===== config.mk =====
export PLATFORM = sky130hd
export DESIGN_NAME = multichannel_led_pattern_generator
export DESIGN_NICKNAME = d
export VERILOG_FILES = /design/src/rtl/mlpg_pkg.sv /design/src/rtl/mlpg_ram.sv /design/src/rtl/mlpg_chan_upd.sv /design/src/rtl/multichannel_led_pattern_generator.sv
export SDC_FILE = /design/constraint.sdc
export NUM_CORES = 2
export LEC_CHECK = 0
export BUFFER_PORTS_ARGS = -buffer_cell sky130_fd_sc_hd__buf_2
export CORE_MARGIN = 2
export CORE_UTILIZATION = 31
export DETAILED_ROUTE_END_ITERATION = 16
export GPL_TIMING_DRIVEN = 1
export SLEW_MARGIN = 20
export SYNTH_ARGS = -nofsm -noshare
export SYNTH_HDL_FRONTEND = slang
export SYNTH_SLANG_ARGS = --single-unit

===== constraint.sdc =====
create_clock -name aclk -period 23 [get_ports aclk]
set_input_delay 3.45 -clock aclk [delete_from_list [all_inputs] [get_ports aclk]]
set_output_delay 3.45 -clock aclk [all_outputs]
set_load 0.01 [all_outputs]

===== src/rtl/mlpg_pkg.sv =====
// Shared constants, codes and channel entry type for the light pattern generator.
`default_nettype none

package mlpg_pkg;

    // Field widths
    localparam int CH_W    = 4;
    localparam int KIND_W  = 2;
    localparam int PAT_W   = 3;
    localparam int PER_W   = 15;
    localparam int STEP_W  = 8;
    localparam int TIME_W  = 32;
    localparam int CFG_W   = 15;
    localparam int CFG_IDX_W = 1;

    // Input beat kinds
    localparam logic [KIND_W-1:0] KIND_TICK    = 2'd0;
    localparam logic [KIND_W-1:0] KIND_SET_ONE = 2'd1;
    localparam logic [KIND_W-1:0] KIND_SET_ALL = 2'd2;

    // Pattern codes (6 and 7 are unused and leave a channel untouched)
    localparam logic [PAT_W-1:0] PAT_INIT    = 3'd0;
    localparam logic [PAT_W-1:0] PAT_OFF     = 3'd1;
    localparam logic [PAT_W-1:0] PAT_ON      = 3'd2;
    localparam logic [PAT_W-1:0] PAT_PULSE   = 3'd3;
    localparam logic [PAT_W-1:0] PAT_BREATHE = 3'd4;
    localparam logic [PAT_W-1:0] PAT_STROBE  = 3'd5;

    // Configuration register indexes
    localparam logic [CFG_IDX_W-1:0] CFG_INIT_PERIOD = 1'b0;
    localparam logic [CFG_IDX_W-1:0] CFG_INIT_STEP   = 1'b1;

    // Reset values
    localparam logic [PER_W-1:0]  RST_PERIOD = 15'd1000;
    localparam logic [STEP_W-1:0] RST_STEP   = 8'd1;

    // Per-channel entry, less the ramp value whose width follows the duty range
    typedef struct packed {
        logic [PAT_W-1:0]  pattern;
        logic              started;
        logic [TIME_W-1:0] start_ms;
        logic              light;
        logic [PER_W-1:0]  period;
        logic [STEP_W-1:0] step_extra;
    } mlpg_chan_t;

endpackage

`default_nettype wire


===== src/rtl/mlpg_ram.sv =====
// Generic single-port-write, single-port-read RAM with registered read data.
`default_nettype none

module mlpg_ram #(
    parameter int WIDTH = 8,
    parameter int DEPTH = 16,
    localparam int AW = (DEPTH > 1) ? $clog2(DEPTH) : 1
) (
    input  wire logic             aclk,
    input  wire logic             we,
    input  wire logic [AW-1:0]    waddr,
    input  wire logic [WIDTH-1:0] wdata,
    input  wire logic             re,
    input  wire logic [AW-1:0]    raddr,
    output logic      [WIDTH-1:0] rdata
);

    logic [WIDTH-1:0] mem [DEPTH];

    // Write port
    always_ff @(posedge aclk) begin
        if (we) begin
            mem[waddr] <= wdata;
        end
    end

    // Read port, data held while re is low
    always_ff @(posedge aclk) begin
        if (re) begin
            rdata <= mem[raddr];
        end
    end

endmodule

`default_nettype wire


===== src/rtl/mlpg_chan_upd.sv =====
// One millisecond step of a single channel's pattern, plus its drive outputs.
`default_nettype none

module mlpg_chan_upd
    import mlpg_pkg::*;
#(
    parameter int DUTY_MAX = 255,
    localparam int DUTY_W = $clog2(DUTY_MAX + 1),
    localparam int RAMP_W = $clog2(DUTY_MAX + 257) + 1
) (
    input  wire mlpg_chan_t               cur,
    input  wire logic signed [RAMP_W-1:0] cur_ramp,
    input  wire logic [TIME_W-1:0]        now_ms,
    input  wire logic [PER_W-1:0]         init_period,
    input  wire logic [STEP_W-1:0]        init_step,
    output mlpg_chan_t                    nxt,
    output logic signed [RAMP_W-1:0]      nxt_ramp,
    output logic                          pwm_mode,
    output logic                          level_on,
    output logic [DUTY_W-1:0]             duty
);

    localparam logic signed [RAMP_W-1:0] DMAX_S = RAMP_W'(DUTY_MAX);

    logic [TIME_W-1:0]        elapsed;
    logic                     due;
    logic signed [RAMP_W-1:0] step;
    logic                     dir_up;

    // Pattern step
    always_comb begin
        nxt      = cur;
        nxt_ramp = cur_ramp;
        elapsed  = now_ms - cur.start_ms;
        due      = cur.started && (elapsed > TIME_W'(cur.period));
        step     = RAMP_W'(cur.step_extra) + RAMP_W'(1);
        dir_up   = cur.light;
        unique case (cur.pattern)
            PAT_INIT: begin
                nxt.pattern    = PAT_OFF;
                nxt.started    = 1'b0;
                nxt.start_ms   = '0;
                nxt.light      = 1'b0;
                nxt_ramp       = '0;
                nxt.period     = init_period;
                nxt.step_extra = init_step;
            end
            PAT_OFF, PAT_ON: begin
                nxt.light   = (cur.pattern == PAT_ON);
                nxt.started = 1'b0;
            end
            PAT_PULSE, PAT_STROBE: begin
                if (!cur.started) begin
                    nxt.started  = 1'b1;
                    nxt.start_ms = now_ms;
                    nxt.light    = 1'b1;
                end else if (due) begin
                    if (cur.pattern == PAT_PULSE) begin
                        nxt.pattern = PAT_OFF;
                        nxt.started = 1'b0;
                        nxt.light   = 1'b0;
                    end else begin
                        nxt.start_ms = now_ms;
                        nxt.light    = !cur.light;
                    end
                end
            end
            PAT_BREATHE: begin
                if (!cur.started) begin
                    nxt.started  = 1'b1;
                    nxt.start_ms = now_ms;
                    nxt_ramp     = DMAX_S;
                end else if (due) begin
                    // turn around at either end, else keep direction
                    if (cur_ramp >= DMAX_S) begin
                        dir_up = 1'b0;
                    end else if (cur_ramp <= 0) begin
                        dir_up = 1'b1;
                    end
                    nxt.light    = dir_up;
                    nxt_ramp     = dir_up ? (cur_ramp + step) : (cur_ramp - step);
                    nxt.start_ms = now_ms;
                end
            end
            default: begin
                nxt = cur;
            end
        endcase
    end

    // Drive outputs, duty clamped to the legal range
    always_comb begin
        pwm_mode = (nxt.pattern == PAT_BREATHE);
        level_on = !pwm_mode && nxt.light;
        if (!pwm_mode || nxt_ramp < 0) begin
            duty = '0;
        end else if (nxt_ramp > DMAX_S) begin
            duty = DUTY_W'(DUTY_MAX);
        end else begin
            duty = nxt_ramp[DUTY_W-1:0];
        end
    end

endmodule

`default_nettype wire


===== src/rtl/multichannel_led_pattern_generator.sv =====
// Multichannel light pattern generator: command decode, channel sweep and output register.
//
// Input channel (s_*): one beat is a tick (kind 0), a set-channel command (kind 1)
// or a set-all-patterns command (kind 2); kind 3 is accepted and dropped.
// Output channel (m_*): each tick yields CHANNELS beats, channel 0 first, with
// m_last on the final one. Commands yield no beats.
// Sweep: the channel state RAM is read one entry ahead while the current entry
// is updated and written back, so one channel retires per cycle when the
// receiver keeps up. After a tick is accepted, the first entry passes through the
// RAM read and the output register before m_valid rises. s_ready is high only between items.
// If m_ready is low the sweep holds with the next entry parked on the RAM
// read port and resumes when the output register frees.
// Configuration (cfg_*) is a plain write port taken any cycle cfg_wr_en is
// high; write it only while the block is idle.
// Reset (aresetn low at a clock edge) returns every channel to the init
// pattern with period 1000 and step extra 1, clears the millisecond counter
// and drops any pending output beat; per-entry valid bits stand in for the
// RAM contents, so no clearing pass is needed.
`default_nettype none

module multichannel_led_pattern_generator
    import mlpg_pkg::*;
#(
    parameter int CHANNELS = 16,
    parameter int DUTY_MAX = 255,
    localparam int DUTY_W = $clog2(DUTY_MAX + 1)
) (
    input  wire logic                 aclk,
    input  wire logic                 aresetn,
    // configuration
    input  wire logic                 cfg_wr_en,
    input  wire logic [CFG_IDX_W-1:0] cfg_index,
    input  wire logic [CFG_W-1:0]     cfg_wdata,
    // input beats
    input  wire logic                 s_valid,
    output logic                      s_ready,
    input  wire logic [KIND_W-1:0]    s_kind,
    input  wire logic [CH_W-1:0]      s_channel,
    input  wire logic [PAT_W-1:0]     s_pattern,
    input  wire logic [PER_W-1:0]     s_period_ms,
    input  wire logic [STEP_W-1:0]    s_step_extra,
    // result beats
    output logic                      m_valid,
    input  wire logic                 m_ready,
    output logic [CH_W-1:0]           m_out_channel,
    output logic                      m_pwm_mode,
    output logic                      m_level_on,
    output logic [DUTY_W-1:0]         m_duty,
    output logic                      m_last
);

    localparam int RAMP_W  = $clog2(DUTY_MAX + 257) + 1;
    localparam int IDX_W   = (CHANNELS > 1) ? $clog2(CHANNELS) : 1;
    localparam int ENTRY_W = $bits(mlpg_chan_t) + RAMP_W;
    localparam logic [IDX_W-1:0] LAST_IDX = IDX_W'(CHANNELS - 1);

    typedef enum logic [1:0] {
        S_IDLE,
        S_TICK,
        S_ALL,
        S_ONE
    } state_t;

    // Registers
    state_t              state_reg, state_next;
    logic [IDX_W-1:0]    idx_reg, idx_next;
    logic [TIME_W-1:0]   now_reg, now_next;
    logic [PAT_W-1:0]    cmd_pat_reg, cmd_pat_next;
    logic [PER_W-1:0]    cmd_per_reg, cmd_per_next;
    logic [STEP_W-1:0]   cmd_step_reg, cmd_step_next;
    logic [PER_W-1:0]    init_per_reg;
    logic [STEP_W-1:0]   init_step_reg;
    logic [CHANNELS-1:0] valid_reg;
    logic                rd_valid_reg;
    logic                m_valid_reg, m_valid_next;
    logic [CH_W-1:0]     m_ch_reg, m_ch_next;
    logic                m_pwm_reg, m_pwm_next;
    logic                m_lvl_reg, m_lvl_next;
    logic [DUTY_W-1:0]   m_duty_reg, m_duty_next;
    logic                m_last_reg, m_last_next;

    // RAM port signals
    logic               ram_we, ram_re;
    logic [IDX_W-1:0]   ram_raddr;
    logic [ENTRY_W-1:0] ram_wdata, ram_rdata;

    // Entry as seen by the update logic
    mlpg_chan_t               rd_chan, upd_chan, mod_chan;
    logic signed [RAMP_W-1:0] rd_ramp, upd_ramp;
    logic                     upd_pwm, upd_lvl;
    logic [DUTY_W-1:0]        upd_duty;

    logic in_acc, out_free, is_last, ch_ok;
    logic [IDX_W-1:0] start_addr;

    mlpg_ram #(
        .WIDTH(ENTRY_W),
        .DEPTH(CHANNELS)
    ) u_state_ram (
        .aclk (aclk),
        .we   (ram_we),
        .waddr(idx_reg),
        .wdata(ram_wdata),
        .re   (ram_re),
        .raddr(ram_raddr),
        .rdata(ram_rdata)
    );

    mlpg_chan_upd #(
        .DUTY_MAX(DUTY_MAX)
    ) u_chan_upd (
        .cur        (rd_chan),
        .cur_ramp   (rd_ramp),
        .now_ms     (now_reg),
        .init_period(init_per_reg),
        .init_step  (init_step_reg),
        .nxt        (upd_chan),
        .nxt_ramp   (upd_ramp),
        .pwm_mode   (upd_pwm),
        .level_on   (upd_lvl),
        .duty       (upd_duty)
    );

    // Never-written entries read as their reset value
    always_comb begin
        if (rd_valid_reg) begin
            {rd_chan, rd_ramp} = ram_rdata;
        end else begin
            rd_chan.pattern    = PAT_INIT;
            rd_chan.started    = 1'b0;
            rd_chan.start_ms   = '0;
            rd_chan.light      = 1'b0;
            rd_chan.period     = RST_PERIOD;
            rd_chan.step_extra = RST_STEP;
            rd_ramp            = '0;
        end
    end

    assign s_ready    = (state_reg == S_IDLE);
    assign in_acc     = s_valid && s_ready;
    assign out_free   = !m_valid_reg || m_ready;
    assign is_last    = (idx_reg == LAST_IDX);
    assign ch_ok      = (32'(s_channel) < CHANNELS);
    assign start_addr = (s_kind == KIND_SET_ONE) ? IDX_W'(s_channel) : '0;

    // Command entry edits
    always_comb begin
        mod_chan = rd_chan;
        if (state_reg == S_ONE) begin
            mod_chan.pattern    = cmd_pat_reg;
            mod_chan.period     = cmd_per_reg;
            mod_chan.step_extra = cmd_step_reg;
            mod_chan.started    = 1'b0;
        end else begin
            mod_chan.pattern = cmd_pat_reg;
        end
    end

    // Sequencer
    always_comb begin
        state_next    = state_reg;
        idx_next      = idx_reg;
        now_next      = now_reg;
        cmd_pat_next  = cmd_pat_reg;
        cmd_per_next  = cmd_per_reg;
        cmd_step_next = cmd_step_reg;
        ram_we        = 1'b0;
        ram_re        = 1'b0;
        ram_raddr     = idx_reg + IDX_W'(1);
        ram_wdata     = {mod_chan, rd_ramp};
        m_valid_next  = m_valid_reg && !m_ready;
        m_ch_next     = m_ch_reg;
        m_pwm_next    = m_pwm_reg;
        m_lvl_next    = m_lvl_reg;
        m_duty_next   = m_duty_reg;
        m_last_next   = m_last_reg;
        unique case (state_reg)
            S_IDLE: begin
                ram_raddr = start_addr;
                if (in_acc) begin
                    cmd_pat_next  = s_pattern;
                    cmd_per_next  = s_period_ms;
                    cmd_step_next = s_step_extra;
                    idx_next      = start_addr;
                    if (s_kind == KIND_TICK) begin
                        now_next   = now_reg + TIME_W'(1);
                        ram_re     = 1'b1;
                        state_next = S_TICK;
                    end else if (s_kind == KIND_SET_ALL) begin
                        ram_re     = 1'b1;
                        state_next = S_ALL;
                    end else if (s_kind == KIND_SET_ONE && ch_ok) begin
                        ram_re     = 1'b1;
                        state_next = S_ONE;
                    end
                end
            end
            S_TICK: begin
                ram_wdata = {upd_chan, upd_ramp};
                if (out_free) begin
                    ram_we       = 1'b1;
                    m_valid_next = 1'b1;
                    m_ch_next    = CH_W'(idx_reg);
                    m_pwm_next   = upd_pwm;
                    m_lvl_next   = upd_lvl;
                    m_duty_next  = upd_duty;
                    m_last_next  = is_last;
                    if (is_last) begin
                        state_next = S_IDLE;
                    end else begin
                        ram_re   = 1'b1;
                        idx_next = idx_reg + IDX_W'(1);
                    end
                end
            end
            S_ALL: begin
                ram_we = 1'b1;
                if (is_last) begin
                    state_next = S_IDLE;
                end else begin
                    ram_re   = 1'b1;
                    idx_next = idx_reg + IDX_W'(1);
                end
            end
            S_ONE: begin
                ram_we     = 1'b1;
                state_next = S_IDLE;
            end
            default: begin
                state_next = S_IDLE;
            end
        endcase
    end

    // State and registered outputs
    always_ff @(posedge aclk) begin
        if (!aresetn) begin
            state_reg    <= S_IDLE;
            idx_reg      <= '0;
            now_reg      <= '0;
            cmd_pat_reg  <= PAT_INIT;
            cmd_per_reg  <= '0;
            cmd_step_reg <= '0;
            m_valid_reg  <= 1'b0;
            m_ch_reg     <= '0;
            m_pwm_reg    <= 1'b0;
            m_lvl_reg    <= 1'b0;
            m_duty_reg   <= '0;
            m_last_reg   <= 1'b0;
        end else begin
            state_reg    <= state_next;
            idx_reg      <= idx_next;
            now_reg      <= now_next;
            cmd_pat_reg  <= cmd_pat_next;
            cmd_per_reg  <= cmd_per_next;
            cmd_step_reg <= cmd_step_next;
            m_valid_reg  <= m_valid_next;
            m_ch_reg     <= m_ch_next;
            m_pwm_reg    <= m_pwm_next;
            m_lvl_reg    <= m_lvl_next;
            m_duty_reg   <= m_duty_next;
            m_last_reg   <= m_last_next;
        end
    end

    // Entry valid bits, sampled alongside the RAM read
    always_ff @(posedge aclk) begin
        if (!aresetn) begin
            valid_reg    <= '0;
            rd_valid_reg <= 1'b0;
        end else begin
            if (ram_we) begin
                valid_reg[idx_reg] <= 1'b1;
            end
            if (ram_re) begin
                rd_valid_reg <= valid_reg[ram_raddr];
            end
        end
    end

    // Configuration registers
    always_ff @(posedge aclk) begin
        if (!aresetn) begin
            init_per_reg  <= RST_PERIOD;
            init_step_reg <= RST_STEP;
        end else if (cfg_wr_en) begin
            unique case (cfg_index)
                CFG_INIT_PERIOD: init_per_reg  <= cfg_wdata[PER_W-1:0];
                CFG_INIT_STEP:   init_step_reg <= cfg_wdata[STEP_W-1:0];
                default: begin
                    init_per_reg <= init_per_reg;
                end
            endcase
        end
    end

    assign m_valid       = m_valid_reg;
    assign m_out_channel = m_ch_reg;
    assign m_pwm_mode    = m_pwm_reg;
    assign m_level_on    = m_lvl_reg;
    assign m_duty        = m_duty_reg;
    assign m_last        = m_last_reg;

`ifndef SYNTHESIS
    // Read-ahead never targets the entry being written back
    a_no_rw_clash: assert property (@(posedge aclk) disable iff (!aresetn)
        (ram_we && ram_re) |-> (ram_raddr != idx_reg))
        else $error("RAM read and write hit the same entry");

    // Millisecond counter moves only on an accepted tick
    a_now_on_tick: assert property (@(posedge aclk) disable iff (!aresetn)
        (state_reg == S_TICK && $past(state_reg) == S_IDLE)
            |-> (now_reg == $past(now_reg) + TIME_W'(1)))
        else $error("tick sweep started without counter advance");

    // A result is loaded only by the tick sweep
    a_out_from_tick: assert property (@(posedge aclk) disable iff (!aresetn)
        (m_valid_reg && !$past(m_valid_reg)) |-> ($past(state_reg) == S_TICK))
        else $error("result beat produced outside a tick");

    // The last beat of a sweep ends it
    a_last_ends: assert property (@(posedge aclk) disable iff (!aresetn)
        (state_reg == S_TICK && out_free && is_last) |=> (state_reg == S_IDLE))
        else $error("tick sweep did not end after final channel");
`endif

endmodule

`default_nettype wire


==> metrics.txt <==
# TYPE chip_impl_metric gauge
chip_impl_metric{name="coreArea",unit="mm²"} 0.1784
chip_impl_metric{name="area.growth.synth_to_final",unit="%"} 13.38
chip_impl_metric{name="groute.usage.overall",unit=""} 0.1586
chip_impl_metric{name="setup_total_negative_slack",unit="ns"} 0
chip_impl_metric{name="syn_nets",unit=""} 4535
chip_impl_metric{name="synthDistinctLibCells",unit=""} 71
chip_impl_metric{name="groute.layer.met2.usage",unit=""} 0.2653
chip_impl_metric{name="yosysWarnings",unit=""} 0
chip_impl_metric{name="synth.top_cell.area_share",unit=""} 0.6417
chip_impl_metric{name="cts.repair.resized",unit=""} 0
chip_impl_metric{name="syn_area_per_cell",unit="µm²"} 12.63
chip_impl_metric{name="worst_slew_margin_rel",unit=""} 0.2285
chip_impl_metric{name="cts_hold_bufs",unit=""} 0
chip_impl_metric{name="use_met1",unit=""} 0.2043
chip_impl_metric{name="tritoncts.num_buffers",unit=""} 136
chip_impl_metric{name="path_max_fanout",unit=""} 104
chip_impl_metric{name="report.final.setup_viol",unit=""} 0
chip_impl_metric{name="route.final.wire_length",unit="µm"} 149900
chip_impl_info{name="criticalPathCategory",value="primary input to flip-flop"} 1
chip_impl_metric{name="cts_setup_buffers",unit=""} 0
chip_impl_info{name="cts_tree",value="built"} 1
chip_impl_metric{name="firstDrtPassIters",unit=""} 6
chip_impl_metric{name="route.detailed.wl_per_inst",unit="µm"} 21.84
chip_impl_metric{name="io-pin-count",unit=""} 70
chip_impl_metric{name="worst_pin_slew",unit="ns"} 1.157
chip_impl_metric{name="synthArstFlopShare",unit=""} 0
chip_impl_metric{name="antenna_violations_before_repair",unit=""} 1
chip_impl_metric{name="clock_buffer_depth",unit=""} 3
chip_impl_metric{name="cp.arrival",unit="ns"} 8.17
chip_impl_metric{name="globalRouteOverflowTotal",unit=""} 0
chip_impl_metric{name="postSynthCellCount",unit=""} 4409
chip_impl_metric{name="fill_cells",unit=""} 17142
chip_impl_metric{name="drtIter0Drc",unit=""} 3516
chip_impl_metric{name="synth.ff_latch_count",unit=""} 1310
chip_impl_info{name="cts.root.buffer_cell",value="clkbuf_16"} 1
chip_impl_metric{name="peakVddDrop",unit="mV"} 0.08609
chip_impl_info{name="rsz_0062_raised_after_global_routing",value="no"} 1
chip_impl_metric{name="post_route_cells_drive_above_1_share",unit=""} 0.09232
chip_impl_metric{name="first_global_vias",unit=""} 34480
chip_impl_metric{name="synth_edf_count",unit=""} 1190
chip_impl_metric{name="slew_viol_final",unit=""} 0
chip_impl_metric{name="synth.cell_area",unit="mm²"} 0.05569
chip_impl_metric{name="fin_worst_hold_slack",unit="ns"} 0.4511
chip_impl_metric{name="yosysSeqAreaShare",unit=""} 0.6848
chip_impl_metric{name="ant_nets",unit=""} 0
chip_impl_metric{name="grt_max_degree",unit=""} 182
chip_impl_info{name="top_usage_layer",value="met2"} 1
chip_impl_metric{name="leakagePower",unit="µW"} 0.02058
chip_impl_info{name="post_synth_main_area_contributors",value="edfxtp_1, nand2_1, a211oi_1"} 1
chip_impl_metric{name="die_area",unit="mm²"} 0.1831
chip_impl_metric{name="finalNetCount",unit=""} 4522
chip_impl_metric{name="groute.layer.met3.usage",unit=""} 0.02187
chip_impl_info{name="hold_path.class",value="flip-flop to flip-flop"} 1
chip_impl_metric{name="place.port_buffers",unit=""} 69
chip_impl_metric{name="power_density_relative_to_cell_area",unit="mW/mm²"} 124.6
chip_impl_metric{name="fin_crit",unit="ns"} 7.551
chip_impl_info{name="cp-end-kind",value="flip-flop"} 1
chip_impl_metric{name="cap_violations",unit=""} 0
chip_impl_metric{name="worst_skew_pair.late_latency",unit="ns"} 0.78
chip_impl_metric{name="cts.clk_slew.worst_paths",unit="ns"} 0.05
chip_impl_metric{name="worstPathRequired",unit="ns"} 23.62
chip_impl_metric{name="wire_length_of_the_first_global_routing_pass",unit="µm"} 221800
chip_impl_metric{name="finish.cell_count_without_fillers",unit=""} 6862
chip_impl_metric{name="route.detailed.drc",unit=""} 0
chip_impl_metric{name="die_ht",unit="µm"} 427.9
chip_impl_metric{name="rows",unit=""} 155
chip_impl_info{name="start_kind",value="primary input"} 1
chip_impl_metric{name="floorplan.initialDensity",unit=""} 0.3121
chip_impl_metric{name="final_min_period_over_clock_period",unit=""} 0.3283
chip_impl_metric{name="routed_via_density",unit=""} 5.274
chip_impl_info{name="status",value="completed"} 1
chip_impl_metric{name="flip_flop_count_of_the_largest_register_after_layout",unit=""} 1120
chip_impl_info{name="synthFlopType",value="edfxtp_1"} 1
chip_impl_metric{name="clock_skew",unit="ns"} 0.03359
chip_impl_metric{name="place_hpwl",unit="µm"} 80410
chip_impl_metric{name="htree_levels",unit=""} 4
chip_impl_metric{name="cts.sink_count",unit=""} 1310
chip_impl_info{name="synth.largest_area_cell",value="edfxtp_1"} 1
chip_impl_metric{name="fp.dieW",unit="µm"} 427.9
chip_impl_metric{name="finalWeightedCongestion",unit=""} 0.8621
chip_impl_metric{name="finalHoldViolations",unit=""} 0
chip_impl_metric{name="max_freq",unit="MHz"} 132.4
chip_impl_metric{name="dpl.cell_count",unit=""} 6612
chip_impl_metric{name="route.vias.total",unit=""} 36187
[cell usage in the layout (no fill, tap or decap), types with 60 or more instances in the layout]
cell       Yosys  routed
ha_1          71      69
a311oi_1     142     142
o21ai_0       64      60
clkbuf_16      0     141
buf_2          8      69
nor2_1       121     109
nand2_1      832     831
edfxtp_1    1190    1190
a211oi_1     379     379
and2_1       280     280
a31oi_1      145     144
dfxtp_1      120     119
a21oi_1      278     267
buf_4          1      87
[critical path, cell delays in order]
cell and delay, ns:
buf_2 0.10, inv_1 0.05, ha_1 0.28, nand3_1 0.20
a21boi_4 0.19, buf_4 0.51, buf_4 0.61, buf_4 0.83
buf_4 0.88, and2_1 0.24, a211oi_1 0.05, a311oi_1 0.33
a211oi_1 0.08, a21oi_1 0.19
[cell families after synthesis]
kind of cell    count (synthesis)  share of synthesized area
compound gates               1164                     0.1440
xor+xnor                       69                    0.01085
fa+ha+maj                      73                    0.01667
buf+inv                       349                    0.02390
flops                        1310                     0.6848
mux                            20                   0.003842
simple gates                 1424                     0.1160
[final cells by class]
class	instances	area, µm²	area share
sequential	1310	38140	0.6040
multi-input combinational	2750	16470	0.2609
clock buffer	186	3737	0.05919
tap	2355	2947	0.04666
timing repair buffer	160	1086	0.01720
clock inverter	62	613.1	0.009709
inverter	38	143.9	0.002279
antenna	1	2.502	0.00003963
[per-layer routing]
layer / part of all wire / vias up
met5: 0 / -
met3: 0.054 / 277
met2: 0.48 / 1154
met4: 0.043 / 0
met1: 0.42 / 18122
li1: - / 16634
[synth_stat cells (all sizes together) (4+ instances only)]
cell type  number
edfxtp       1190
nand2         832
a211oi        379
clkbuf        295
and2          294
a21oi         279
a31oi         146
a311oi        143
nor2          122
dfxtp         120
ha             71
o21ai          67
nand3          50
xor2           45
a22o           40
inv            38
nor3           31
xnor2          24
o21a           19
a21o           18
nand4          18
nor2b          18
o211ai         17
buf            16
nand2b         15
and3           14
mux2           11
mux2i           9
nor4            8
o21bai          8
o41ai           8
or3             8
o31ai           6
a21boi          5
o221ai          4
o22a            4
[per-stage QoR]
stage / util / worst slack (ns) / cell area [µm²] / total power (µW)
floorplan: - / 13.34 / 55690 / 4971
global placement: 0.3290 / 14.71 / 58710 / 5699
detailed placement: 0.3293 / 14.66 / 58750 / 5738
CTS: 0.3536 / 15.50 / 63100 / 7897
global route: 0.3539 / 15.11 / 63140 / 8280
finish: 0.3539 / 15.45 / 63140 / 7867
[report_power, final]
part,leakage [µW],total [µW],internal (µW),switching (µW)
registers,0.0120,3090,2990,92.8
clock network,0.00211,2160,1230,928
logic,0.00651,2630,834,1790
[final timing paths]
check	from	endpoint	slack, ns	cells past startpoint
worst min register to register	cmd_per_reg[8]$_SDFFE_PN0P_	cmd_per_reg[8]$_SDFFE_PN0P_	0.45	2
worst min-delay path	cmd_per_reg[8]$_SDFFE_PN0P_	cmd_per_reg[8]$_SDFFE_PN0P_	0.45	2
worst max-delay path	s_kind[1]	u_state_ram.rdata[17]$_DFFE_PP_	15.45	14
worst max register to register	rd_valid_reg$_SDFFE_PN0P_	u_state_ram.mem[5][35]$_DFFE_PP_	15.94	23
No activity file was read; power rests on OpenSTA's default activity.
